[src/hw/rtl/trs_pkg.sv]
`timescale 1ns / 1ps

package trs_pkg;

	localparam int TAG_BYTES   = 8;
	localparam int DEPTH_WIDTH = 8;
	localparam int TAG_LEN_W   = 4;
	localparam int MATCH_W     = 4;
	localparam int COUNT_W     = 16;
	localparam int CFG_IDX_W   = 2;
	localparam int CFG_DATA_W  = 8 * TAG_BYTES;
	localparam int OUT_DATA_W  = 32;

	localparam logic [CFG_IDX_W-1:0] CFG_TAG_BYTES  = 2'd0;
	localparam logic [CFG_IDX_W-1:0] CFG_TAG_LENGTH = 2'd1;

	localparam logic [1:0] PH_SEEK  = 2'd0;
	localparam logic [1:0] PH_CHECK = 2'd1;
	localparam logic [1:0] PH_OK    = 2'd2;
	localparam logic [1:0] PH_FAIL  = 2'd3;

	localparam logic [1:0] LN_DONE = 2'd0;
	localparam logic [1:0] LN_CR   = 2'd1;
	localparam logic [1:0] LN_OPEN = 2'd2;

	localparam logic [7:0] CH_CR     = 8'h0D;
	localparam logic [7:0] CH_LF     = 8'h0A;
	localparam logic [7:0] CH_OPEN   = 8'h28;
	localparam logic [7:0] CH_CLOSE  = 8'h29;
	localparam logic [7:0] CH_O      = 8'h4F;
	localparam logic [7:0] CH_K      = 8'h4B;
	localparam logic [7:0] CH_SPACE  = 8'h20;

	localparam logic [MATCH_W-1:0] OK_LEN = 4'd3;

	localparam logic [TAG_LEN_W-1:0] TAG_LEN_MAX = TAG_LEN_W'(TAG_BYTES);
	localparam logic [DEPTH_WIDTH-1:0] DEPTH_MAX = {DEPTH_WIDTH{1'b1}};
	localparam logic [COUNT_W-1:0] COUNT_MAX = {COUNT_W{1'b1}};

	function automatic logic [7:0] ok_char(input logic [MATCH_W-1:0] k);
		logic [7:0] c;
		case (k)
			4'd0: c = CH_O;
			4'd1: c = CH_K;
			4'd2: c = CH_SPACE;
			default: c = CH_O;
		endcase
		return c;
	endfunction

endpackage

[src/hw/rtl/tagged_response_scanner.sv]
`timescale 1ns / 1ps
// Tagged response scanner.
// Input stream s_*: one response byte per request, s_tdata[7:0] is the byte and
// s_tuser marks the first byte of a new response, which clears the scan state.
// Output stream m_*: one result per input byte. m_tuser is set when the byte is
// content to be stored. m_tdata carries the byte, the scan status (seeking tag,
// checking OK, success, failure) and the saturating count of content bytes.
// The configuration port writes the tag characters and the tag length; the user
// must write it only while no request is in flight; the block does not enforce this.
// An accepted request waits in the input register, then moves to the result register.
// Throughput: one byte per cycle while the receiver does not stall; all per-byte work is
// a few compares and small counters between the input register and the result register.
// Reset clears the scan state, sets an all-zero tag of length one and empties
// both registers. When the receiver stalls, the result register holds, the
// input register still takes one more byte, and then s_tready falls until the
// result is taken.
module tagged_response_scanner (
	input  logic                             clk,
	input  logic                             arst_n,
	input  logic                             s_tvalid,
	output logic                             s_tready,
	input  logic [7:0]                       s_tdata,   // [7:0] data_byte
	input  logic                             s_tuser,   // [0] new_response
	output logic                             m_tvalid,
	input  logic                             m_tready,
	// [7:0] byte_out, [9:8] scan_status, [25:10] content_count, [31:26] zero
	output logic [trs_pkg::OUT_DATA_W-1:0]   m_tdata,
	output logic                             m_tuser,   // [0] store_byte
	input  logic                             cfg_we,
	input  logic [trs_pkg::CFG_IDX_W-1:0]    cfg_index,
	input  logic [trs_pkg::CFG_DATA_W-1:0]   cfg_data
);
	import trs_pkg::*;

	logic [CFG_DATA_W-1:0]  tag_bytes_q;
	logic [TAG_LEN_W-1:0]   tag_length_q;

	logic                   valid_s1;
	logic [7:0]             byte_s1;
	logic                   new_s1;

	logic [1:0]             phase_q;
	logic [1:0]             line_q;
	logic [DEPTH_WIDTH-1:0] depth_q;
	logic [MATCH_W-1:0]     match_q;
	logic [COUNT_W-1:0]     count_q;

	logic                   out_valid_q;
	logic [7:0]             out_byte_q;
	logic [1:0]             out_status_q;
	logic [COUNT_W-1:0]     out_count_q;
	logic                   out_store_q;

	logic                   advance;
	logic [TAG_LEN_W-1:0]   eff_len;
	logic [7:0]             tag_ch;
	logic [MATCH_W-1:0]     ok_k;

	logic [1:0]             ph_c;
	logic [1:0]             ln_c;
	logic [DEPTH_WIDTH-1:0] dep_c;
	logic [MATCH_W-1:0]     mi_c;
	logic [COUNT_W-1:0]     cnt_c;
	logic                   store_c;

	assign advance  = valid_s1 && (!out_valid_q || m_tready);
	assign s_tready = !valid_s1 || advance;
	assign eff_len  = (tag_length_q > TAG_LEN_MAX) ? TAG_LEN_MAX : tag_length_q;

	always_comb begin
		ph_c    = phase_q;
		ln_c    = line_q;
		dep_c   = depth_q;
		mi_c    = match_q;
		cnt_c   = count_q;
		store_c = 1'b0;
		tag_ch  = 8'd0;
		ok_k    = '0;
		if (new_s1) begin
			ph_c  = PH_SEEK;
			ln_c  = LN_DONE;
			dep_c = '0;
			mi_c  = '0;
			cnt_c = '0;
		end
		if (ph_c == PH_SEEK && mi_c >= eff_len) begin
			ph_c = PH_CHECK;
			mi_c = '0;
		end
		tag_ch = tag_bytes_q[{mi_c[2:0], 3'b000} +: 8];
		case (ph_c)
			PH_SEEK: begin
				store_c = 1'b1;
				if (cnt_c != COUNT_MAX) begin
					cnt_c = cnt_c + 1'b1;
				end
				if (dep_c == '0) begin
					if (ln_c == LN_OPEN) begin
						if (byte_s1 == CH_CR) begin
							ln_c = LN_CR;
						end
					end else if (ln_c == LN_CR) begin
						ln_c = (byte_s1 == CH_LF) ? LN_DONE : LN_OPEN;
					end else if (byte_s1 == tag_ch) begin
						mi_c = mi_c + 1'b1;
					end else begin
						mi_c = '0;
						ln_c = LN_OPEN;
					end
				end
				if (byte_s1 == CH_OPEN) begin
					if (dep_c != DEPTH_MAX) begin
						dep_c = dep_c + 1'b1;
					end
				end else if (byte_s1 == CH_CLOSE) begin
					if (dep_c == '0) begin
						ph_c = PH_FAIL;
					end else begin
						dep_c = dep_c - 1'b1;
					end
				end
			end
			PH_CHECK: begin
				ok_k = (mi_c < OK_LEN) ? mi_c : '0;
				if (byte_s1 != ok_char(ok_k)) begin
					ph_c = PH_FAIL;
				end else begin
					mi_c = ok_k + 1'b1;
					if (mi_c >= OK_LEN) begin
						ph_c = PH_OK;
					end
				end
			end
			default: begin
			end
		endcase
	end

	always_ff @(posedge clk or negedge arst_n) begin
		if (!arst_n) begin
			tag_bytes_q  <= '0;
			tag_length_q <= TAG_LEN_W'(1);
		end else if (cfg_we) begin
			case (cfg_index)
				CFG_TAG_BYTES:  tag_bytes_q  <= cfg_data;
				CFG_TAG_LENGTH: tag_length_q <= cfg_data[TAG_LEN_W-1:0];
				default: begin
				end
			endcase
		end
	end

	always_ff @(posedge clk or negedge arst_n) begin
		if (!arst_n) begin
			valid_s1 <= 1'b0;
		end else if (s_tready) begin
			valid_s1 <= s_tvalid;
		end
	end

	always_ff @(posedge clk) begin
		if (s_tvalid && s_tready) begin
			byte_s1 <= s_tdata;
			new_s1  <= s_tuser;
		end
	end

	always_ff @(posedge clk or negedge arst_n) begin
		if (!arst_n) begin
			phase_q <= PH_SEEK;
			line_q  <= LN_DONE;
			depth_q <= '0;
			match_q <= '0;
			count_q <= '0;
		end else if (advance) begin
			phase_q <= ph_c;
			line_q  <= ln_c;
			depth_q <= dep_c;
			match_q <= mi_c;
			count_q <= cnt_c;
		end
	end

	always_ff @(posedge clk or negedge arst_n) begin
		if (!arst_n) begin
			out_valid_q <= 1'b0;
		end else if (advance) begin
			out_valid_q <= 1'b1;
		end else if (m_tready) begin
			out_valid_q <= 1'b0;
		end
	end

	always_ff @(posedge clk) begin
		if (advance) begin
			out_byte_q   <= byte_s1;
			out_status_q <= ph_c;
			out_count_q  <= cnt_c;
			out_store_q  <= store_c;
		end
	end

	assign m_tvalid = out_valid_q;
	assign m_tuser  = out_store_q;
	assign m_tdata  = {{(OUT_DATA_W - COUNT_W - 10){1'b0}}, out_count_q, out_status_q,
		out_byte_q};

	// A stored byte leaves the scanner either still seeking or failed on a stray close.
	a_store_phase: assert property (@(posedge clk) disable iff (!arst_n)
		(out_valid_q && out_store_q) |->
		(out_status_q == PH_SEEK || out_status_q == PH_FAIL))
		else $error("stored byte with checking or success status");

	// A stored byte has always been counted.
	a_store_count: assert property (@(posedge clk) disable iff (!arst_n)
		(out_valid_q && out_store_q) |-> (out_count_q != '0))
		else $error("stored byte with zero content count");

	// Nesting depth only moves while seeking or on a new response.
	a_depth_hold: assert property (@(posedge clk) disable iff (!arst_n)
		(advance && !new_s1 && phase_q != PH_SEEK) |=> $stable(depth_q))
		else $error("paren depth changed outside the seeking phase");

	// A byte waiting in the input register is not lost while the output stalls.
	a_s1_hold: assert property (@(posedge clk) disable iff (!arst_n)
		(valid_s1 && !advance) |=> (valid_s1 && $stable(byte_s1)))
		else $error("pending byte dropped during stall");

endmodule

[config.mk]
export PLATFORM = sky130hd
export DESIGN_NAME = tagged_response_scanner
export DESIGN_NICKNAME = d
export VERILOG_FILES = /design/src/hw/rtl/trs_pkg.sv /design/src/hw/rtl/tagged_response_scanner.sv
export SDC_FILE = /design/constraint.sdc
export NUM_CORES = 1
export LEC_CHECK = 0
export ABC_AREA = 1
export BUFFER_PORTS_ARGS = -buffer_cell sky130_fd_sc_hd__buf_2
export CAP_MARGIN = 10
export CELL_PAD_IN_SITES_DETAIL_PLACEMENT = 2
export CELL_PAD_IN_SITES_GLOBAL_PLACEMENT = 2
export CORE_ASPECT_RATIO = 0.7
export CORE_MARGIN = 2
export CORE_UTILIZATION = 31
export CTS_CLUSTER_SIZE = 30
export DETAILED_ROUTE_END_ITERATION = 7
export GPL_TIMING_DRIVEN = 0
export PLACE_DENSITY_LB_ADDON = 0.15
export SETUP_SLACK_MARGIN = 0.02
export SYNTH_ARGS = -nofsm -noshare
export SYNTH_HDL_FRONTEND = slang
export SYNTH_SLANG_ARGS = --single-unit
export TNS_END_PERCENT = 1
[constraint.sdc]
create_clock -name clk -period 3.4 [get_ports clk]
set_clock_uncertainty 0.15 [all_clocks]
set_input_delay 0.34 -clock clk [delete_from_list [all_inputs] [get_ports clk]]
set_output_delay 0.34 -clock clk [all_outputs]
set_load 0.02 [all_outputs]
Yosys cells after proc, flatten, opt, wreduce, memory -nomap -nowiden. Index checks and enable logic that the tools add are counted.

Register bits after elaboration: 138. Input bits: 80. Logic and storage cells: 93. Output and inout port bits: 35.

Reductions and logical operators: 14. $add $sub $neg: 5. Magnitude comparators: 4. Eq/ne operators: 14. Shift operators: 1. Multiplexer cells: 40.

Operators with widths (number): variable part select 64 x 7 -> 8 bit (1); two-way mux 8 bit (7); two-way mux 16 bit (3); two-way mux 4 bit (9); two-way mux 2 bit (15); adder 16 x 1 -> 16 bit (second input constant) (1); equality test 8 x 4 -> 1 bit (second input constant) (2); equality test 8 x 6 -> 1 bit (second input constant) (2); != test 16 bit (second input constant) (1); one-hot mux 7 bit (2 select lines) (1); adder 4 x 1 -> 4 bit (second input constant) (2); adder 8 x 1 -> 8 bit (second input constant) (1); equality test 8 bit (1); zero test 8 bit (1); != test 8 bit (1); != test 8 bit (second input constant) (1); one-hot mux 4 bit (2 select lines) (1); subtractor 8 x 1 -> 8 bit (second input constant) (1); equality test 2 x 1 -> 1 bit (second input constant) (3); zero test 2 bit (3); equality test 4 x 1 -> 1 bit (second input constant) (1); equality test 4 x 2 -> 1 bit (second input constant) (1); greater-or-equal comparator 4 x 2 -> 1 bit (second input constant) (1); greater-or-equal comparator 4 bit (1); other kinds (10) (17).

Logic depth before layout (Yosys ltp).
Word-level depth: 13. Gate-level depth with buffers: 28. Depth with buffers taken out: 26.

Worst setup path after synthesis. OpenSTA, ideal clock, no wires.

Path kind: register -> register. Start point: reg new_s1. End point: reg match_q[2]. Data required time: 3.115 ns. Data arrival time: 3.461 ns. Clock period less this slack: 3.747 ns. Setup time: 0.135 ns. Cell stages (with the launch flop): 25. Buffers on the path: 4. Slack: -0.347 ns. Cells stage by stage: edfxtp_1 > buf_4 > buf_4 > buf_2 > nor2_1 > ha_1 > a21oi_2 > nand3_2 > nand2_4 > nand2_2 > inv_2 > buf_4 > ha_1 > inv_1 > nand3_1 > nor2_1 > inv_1 > ha_1 > o21ai_0 > nand2_1 > nand4_1 > nand2_1 > nand2_1 > a221oi_1 > a22oi_2.

Longest elaborated chain between the ends: 12. Elaborated cells between the ends (all ways): 31. Those cells by class: add/sub (2); order compare (2); eq/ne (7); shift (1); mux (15); reduce/logical (4).

Ends and longest elaborated chain: from (decl) (RTL line tagged_response_scanner.sv:40) `logic new_s1;`; from (signal assigned) (RTL line tagged_response_scanner.sv:164) `new_s1 <= s_tuser;`; two-way mux 4 bit or two-way mux 2 bit (tied branches) (RTL line tagged_response_scanner.sv:79) `if (new_s1) begin`; greater-or-equal comparator 4 bit or zero test 2 bit (tied branches) (RTL line tagged_response_scanner.sv:86) `if (ph_c == PH_SEEK && mi_c >= eff_len) begin`; logical AND 1 bit (RTL line tagged_response_scanner.sv:86); two-way mux 4 bit (RTL line tagged_response_scanner.sv:86); less-than comparator 4 x 2 -> 1 bit (RTL line tagged_response_scanner.sv:124) `ok_k = (mi_c < OK_LEN) ? mi_c : '0;`; two-way mux 4 bit (RTL line tagged_response_scanner.sv:124); equality test 4 x 2 -> 1 bit or equality test 4 x 1 -> 1 bit (tied branches) (RTL line trs_pkg.sv:42) `case (k)`; one-hot mux 7 bit (2 select lines) (RTL line trs_pkg.sv:42); two-way mux 8 bit (RTL line tagged_response_scanner.sv:91) `case (ph_c)`; != test 8 bit (RTL line tagged_response_scanner.sv:125) `if (byte_s1 != ok_char(ok_k)) begin`; two-way mux 4 bit (RTL line tagged_response_scanner.sv:125); one-hot mux 4 bit (2 select lines) * (RTL line tagged_response_scanner.sv:91); to (signal assigned) (RTL line tagged_response_scanner.sv:179) `match_q <= mi_c;`; to (decl) (RTL line tagged_response_scanner.sv:45) `logic [MATCH_W-1:0] match_q;`.

Every way passes the cells marked *; elsewhere a longest branch is shown, timed or not. The select of a mux whose other input is x is not followed. A chain may end at the register's enable or synchronous reset.

Worst setup path after layout.
Start point: reg new_s1. End point: reg match_q[0].

Same word-level chain as after synthesis.

==> out/summary.txt <==
Gr ovfl total: 0
Origin of the critical flop-to-flop path: new_s1
Netlist Area Pre-Place: 0.007407 mm^2
Worst Hold Endpoint: tag_bytes_q[20]
Initial drt markers: 335
Cells after Synth: 874
Post-layout minimum cycle time: 3.779 ns
Clock sink total: 138
Largest cells by area after synthesis: dfrtp_1 (34%), edfxtp_1 (15%), nand2_1 (10%), mux2_2 (5.9%), nand3_1 (5.7%)
Fin nets: 1,170
PortBufs: 108
Clock Latency Late Sink: 0.43 ns
Initial antenna violation count: 0
Slew Limit Fails: 0
RSZ-0062 raised after global routing: yes
Number of synthesized flops with an enable pin: 36
Drt drc: 0
Met3 Wirelength: 1304 um
DP HPWL: 18,710 um
Layout cells sized above 1: 0.2637
Root buf cell: clkbuf_16
Met2 WL: 12,250 um
CTS tree: built
Critical R2R Capture: match_q[0]
Largest net degree at the start of global routing: 66
# IOs: 115
Worst min-delay path startpoint: cfg_data[20]
Netlist cell types: 43
Static Leak: 4.652 nW
Final worst slack: -0.3789 ns
Max layer used: met4
Global-route wire length before repair: 43,300 um
Status: finished, violations left
Area grow syn2layout: 36.72%
Post-synthesis async set-or-reset flop share: 0.7391
Layout Cells excl Fill: 1,410
Chip width: 188.8 um
Clock-pin slew on the worst setup and hold paths: 0.06 ns
Post-route ant nets: 0
DRT Pass-1 Iters: 4
Core ar.: 0.02352 mm^2
Starting Density: 0.3149
Slew margin rel.: 0.3619
Number of global-route vias before repair: 7,675
Max VDD drop: 355.6 uV
Hold Path Depth: 2
Core Util, Final: 0.4305
Worst path arrival time: 3.94 ns
WHS: 0.01232 ns
Syn avg cell area: 8.475 um^2
DP Worst Slack: -0.8800 ns
CTS Buf Count: 17
H-tree levels: 4
Crit. End Element: flop
WL met1: 13,140 um
Fin area: 0.01013 mm^2
Post-Route WL: 26,830 um
Routability Congestion: 0.8382
Max_cap viols: 0
Share of Yosys cell area claimed by the top area cell type: 0.3412
Dominant synthesized flop cell: dfrtp_1
R2R depth: 24
YS warnings: 0
CP Launch Type: flop
# diodes: 0
Die Height: 133.3 um
R2R Setup Slk: -0.38 ns
Via/cell ratio: 4.811
Failing checks: negative setup slack
Period utilisation layout: 1.111
#FFs+latches synth: 138
PwrDens: 684.0 mW/mm^2
CTS max path bufs: 2
Hold Path Class: input port to flop
Dpl cell area: 0.008504 mm^2
Crit Path Max Fanout: 10
Worst Path Required: 3.56 ns
Sequential area share after synthesis: 0.4907
Hold Vio Cnt, Final: 0
Max Fclk: 264.6 MHz
DR vias: 6,783
Cells after DPL: 1,306
Total die area: 0.02517 mm^2
Dominant cell type by area after synthesis: dfrtp_1
Total track usage: 0.2247
Slew @ Worst Pin: 0.9572 ns
Endpoints failing setup: 10
Placement Rows: 47
Wire length per cell: 19.03 um
Crit path kind: flop to flop
## through the flow
step / total power [W] / setup TNS (ns)
floorplan: 0.003686 / 0
global placement: 0.004404 / -9.969
detailed placement: 0.004481 / -11.59
CTS: 0.006889 / -3.291
global route: 0.007361 / -5.633
finish: 0.006927 / -2.867
## where the power goes
group	internal (W)	switching [W]	total (W)	leakage [nW]
logic	0.000979	0.00177	0.00275	2.78
registers	0.00201	0.000154	0.00217	1.58
clock network	0.00125	0.000766	0.00201	0.287
## kinds of logic after synthesis
| family | count (synthesis) | share of synthesized area |
|---|---|---|
| simple gates | 422 | 0.2483 |
| fa+ha+maj | 11 | 0.01858 |
| other cells | 1 | 0.0005063 |
| compound gates | 89 | 0.06909 |
| buf+inv | 150 | 0.08513 |
| flops | 138 | 0.4907 |
| xor+xnor | 24 | 0.02838 |
| mux | 39 | 0.05929 |
## how the worst max path moves through the flow
stage                       from         end  slack, ns  cells after the start
after detailed placement  new_s1  phase_q[1]      -0.88                     26
after floorplan           new_s1  match_q[2]       0.03                     26
final                     new_s1  match_q[0]      -0.38                     24
after global placement    new_s1  phase_q[1]      -0.77                     26
after CTS                 new_s1  match_q[0]      -0.40                     26
after global routing      new_s1  phase_q[1]      -0.60                     24
## flip-flops by register name, indices dropped and copies added (netlist names)
signal        flops
tag_bytes_q      64
count_q          16
out_count_q      16
byte_s1           8
depth_q           8
out_byte_q        8
match_q           4
tag_length_q      4
line_q            2
out_status_q      2
phase_q           2
m_tuser           1
m_tvalid          1
new_s1            1
valid_s1          1
## routing by layer
metal | up-vias | track usage
li1 | 3246 | -
met1 | 3398 | 0.3195
met2 | 129 | 0.3580
met3 | 10 | 0.04610
met4 | 0 | 0.03993
met5 | - | 0
## critical path, stage by stage (launching register included)
cell	delay (ns)
edfxtp_1	0.38
buf_6	0.16
buf_6	0.12
buf_12	0.12
buf_12	0.11
nor2_4	0.12
ha_4	0.23
nand2_1	0.06
inv_1	0.04
nand2_2	0.07
nand3_4	0.10
nand2_8	0.13
nand2_4	0.06
buf_8	0.13
buf_4	0.14
buf_12	0.14
nor2_4	0.15
ha_4	0.19
o2111ai_2	0.10
nand2_1	0.11
nand4_1	0.19
nand2_1	0.13
nand2_2	0.10
a221oi_4	0.30
a21oi_2	0.10
## layout make-up
class                      instances  area, um^2
buffer                            37       276.5
clock buffer                      18       439.2
clock inverter                    14       195.2
fill                            2649       13400
inverter                         113       444.2
multi-input combinational        591        3492
sequential                       138        3635
tap                              318       397.9
timing repair buffer             181        1247
## layout by cell type, fill, tap and decap left out, types with 4 or more instances in the layout
cell,count
nor3_1,10
nand3_1,82
xor2_1,18
a21oi_1,31
clkbuf_1,13
dfrtp_1,101
clkbuf_16,17
nor4_1,6
bufinv_16,4
nand4_1,14
inv_2,4
nor2_1,68
buf_6,5
inv_1,105
edfxtp_1,36
nor2_4,11
conb_1,6
nor2_2,4
buf_4,26
o21ai_1,7
mux2_2,39
buf_2,111
o21ai_0,26
ha_4,4
ha_1,7
nand2_2,10
clkinvlp_4,7
nand2_1,197
nand3b_1,7
dlygate4sd3_1,53
## synth_stat cells (all sizes together) (2+ instances only)
cell type  number
xnor2           3
ha             11
edfxtp         36
nand3b          7
o211ai          3
mux2           39
nor3           13
a221oi          3
nand3          86
nand2         212
nand4          14
buf            23
xor2           21
a21oi          35
dfrtp         101
o22ai           2
inv           113
nor4            6
a31oi           2
o21ai          36
clkbuf         14
nor2           83
a22oi           3
## repair_timing
item | CTS | global route
setup buffers | 18 | 1
hold endpoints to repair | 89 | 0
gates resized for setup | 49 | 23
pin swaps | 17 | 11
hold buffers | 53 | 0
setup endpoints to repair | 32 | 34
gates cloned | 0 | 0
Note: power is estimated with default switching activity, not from simulation.
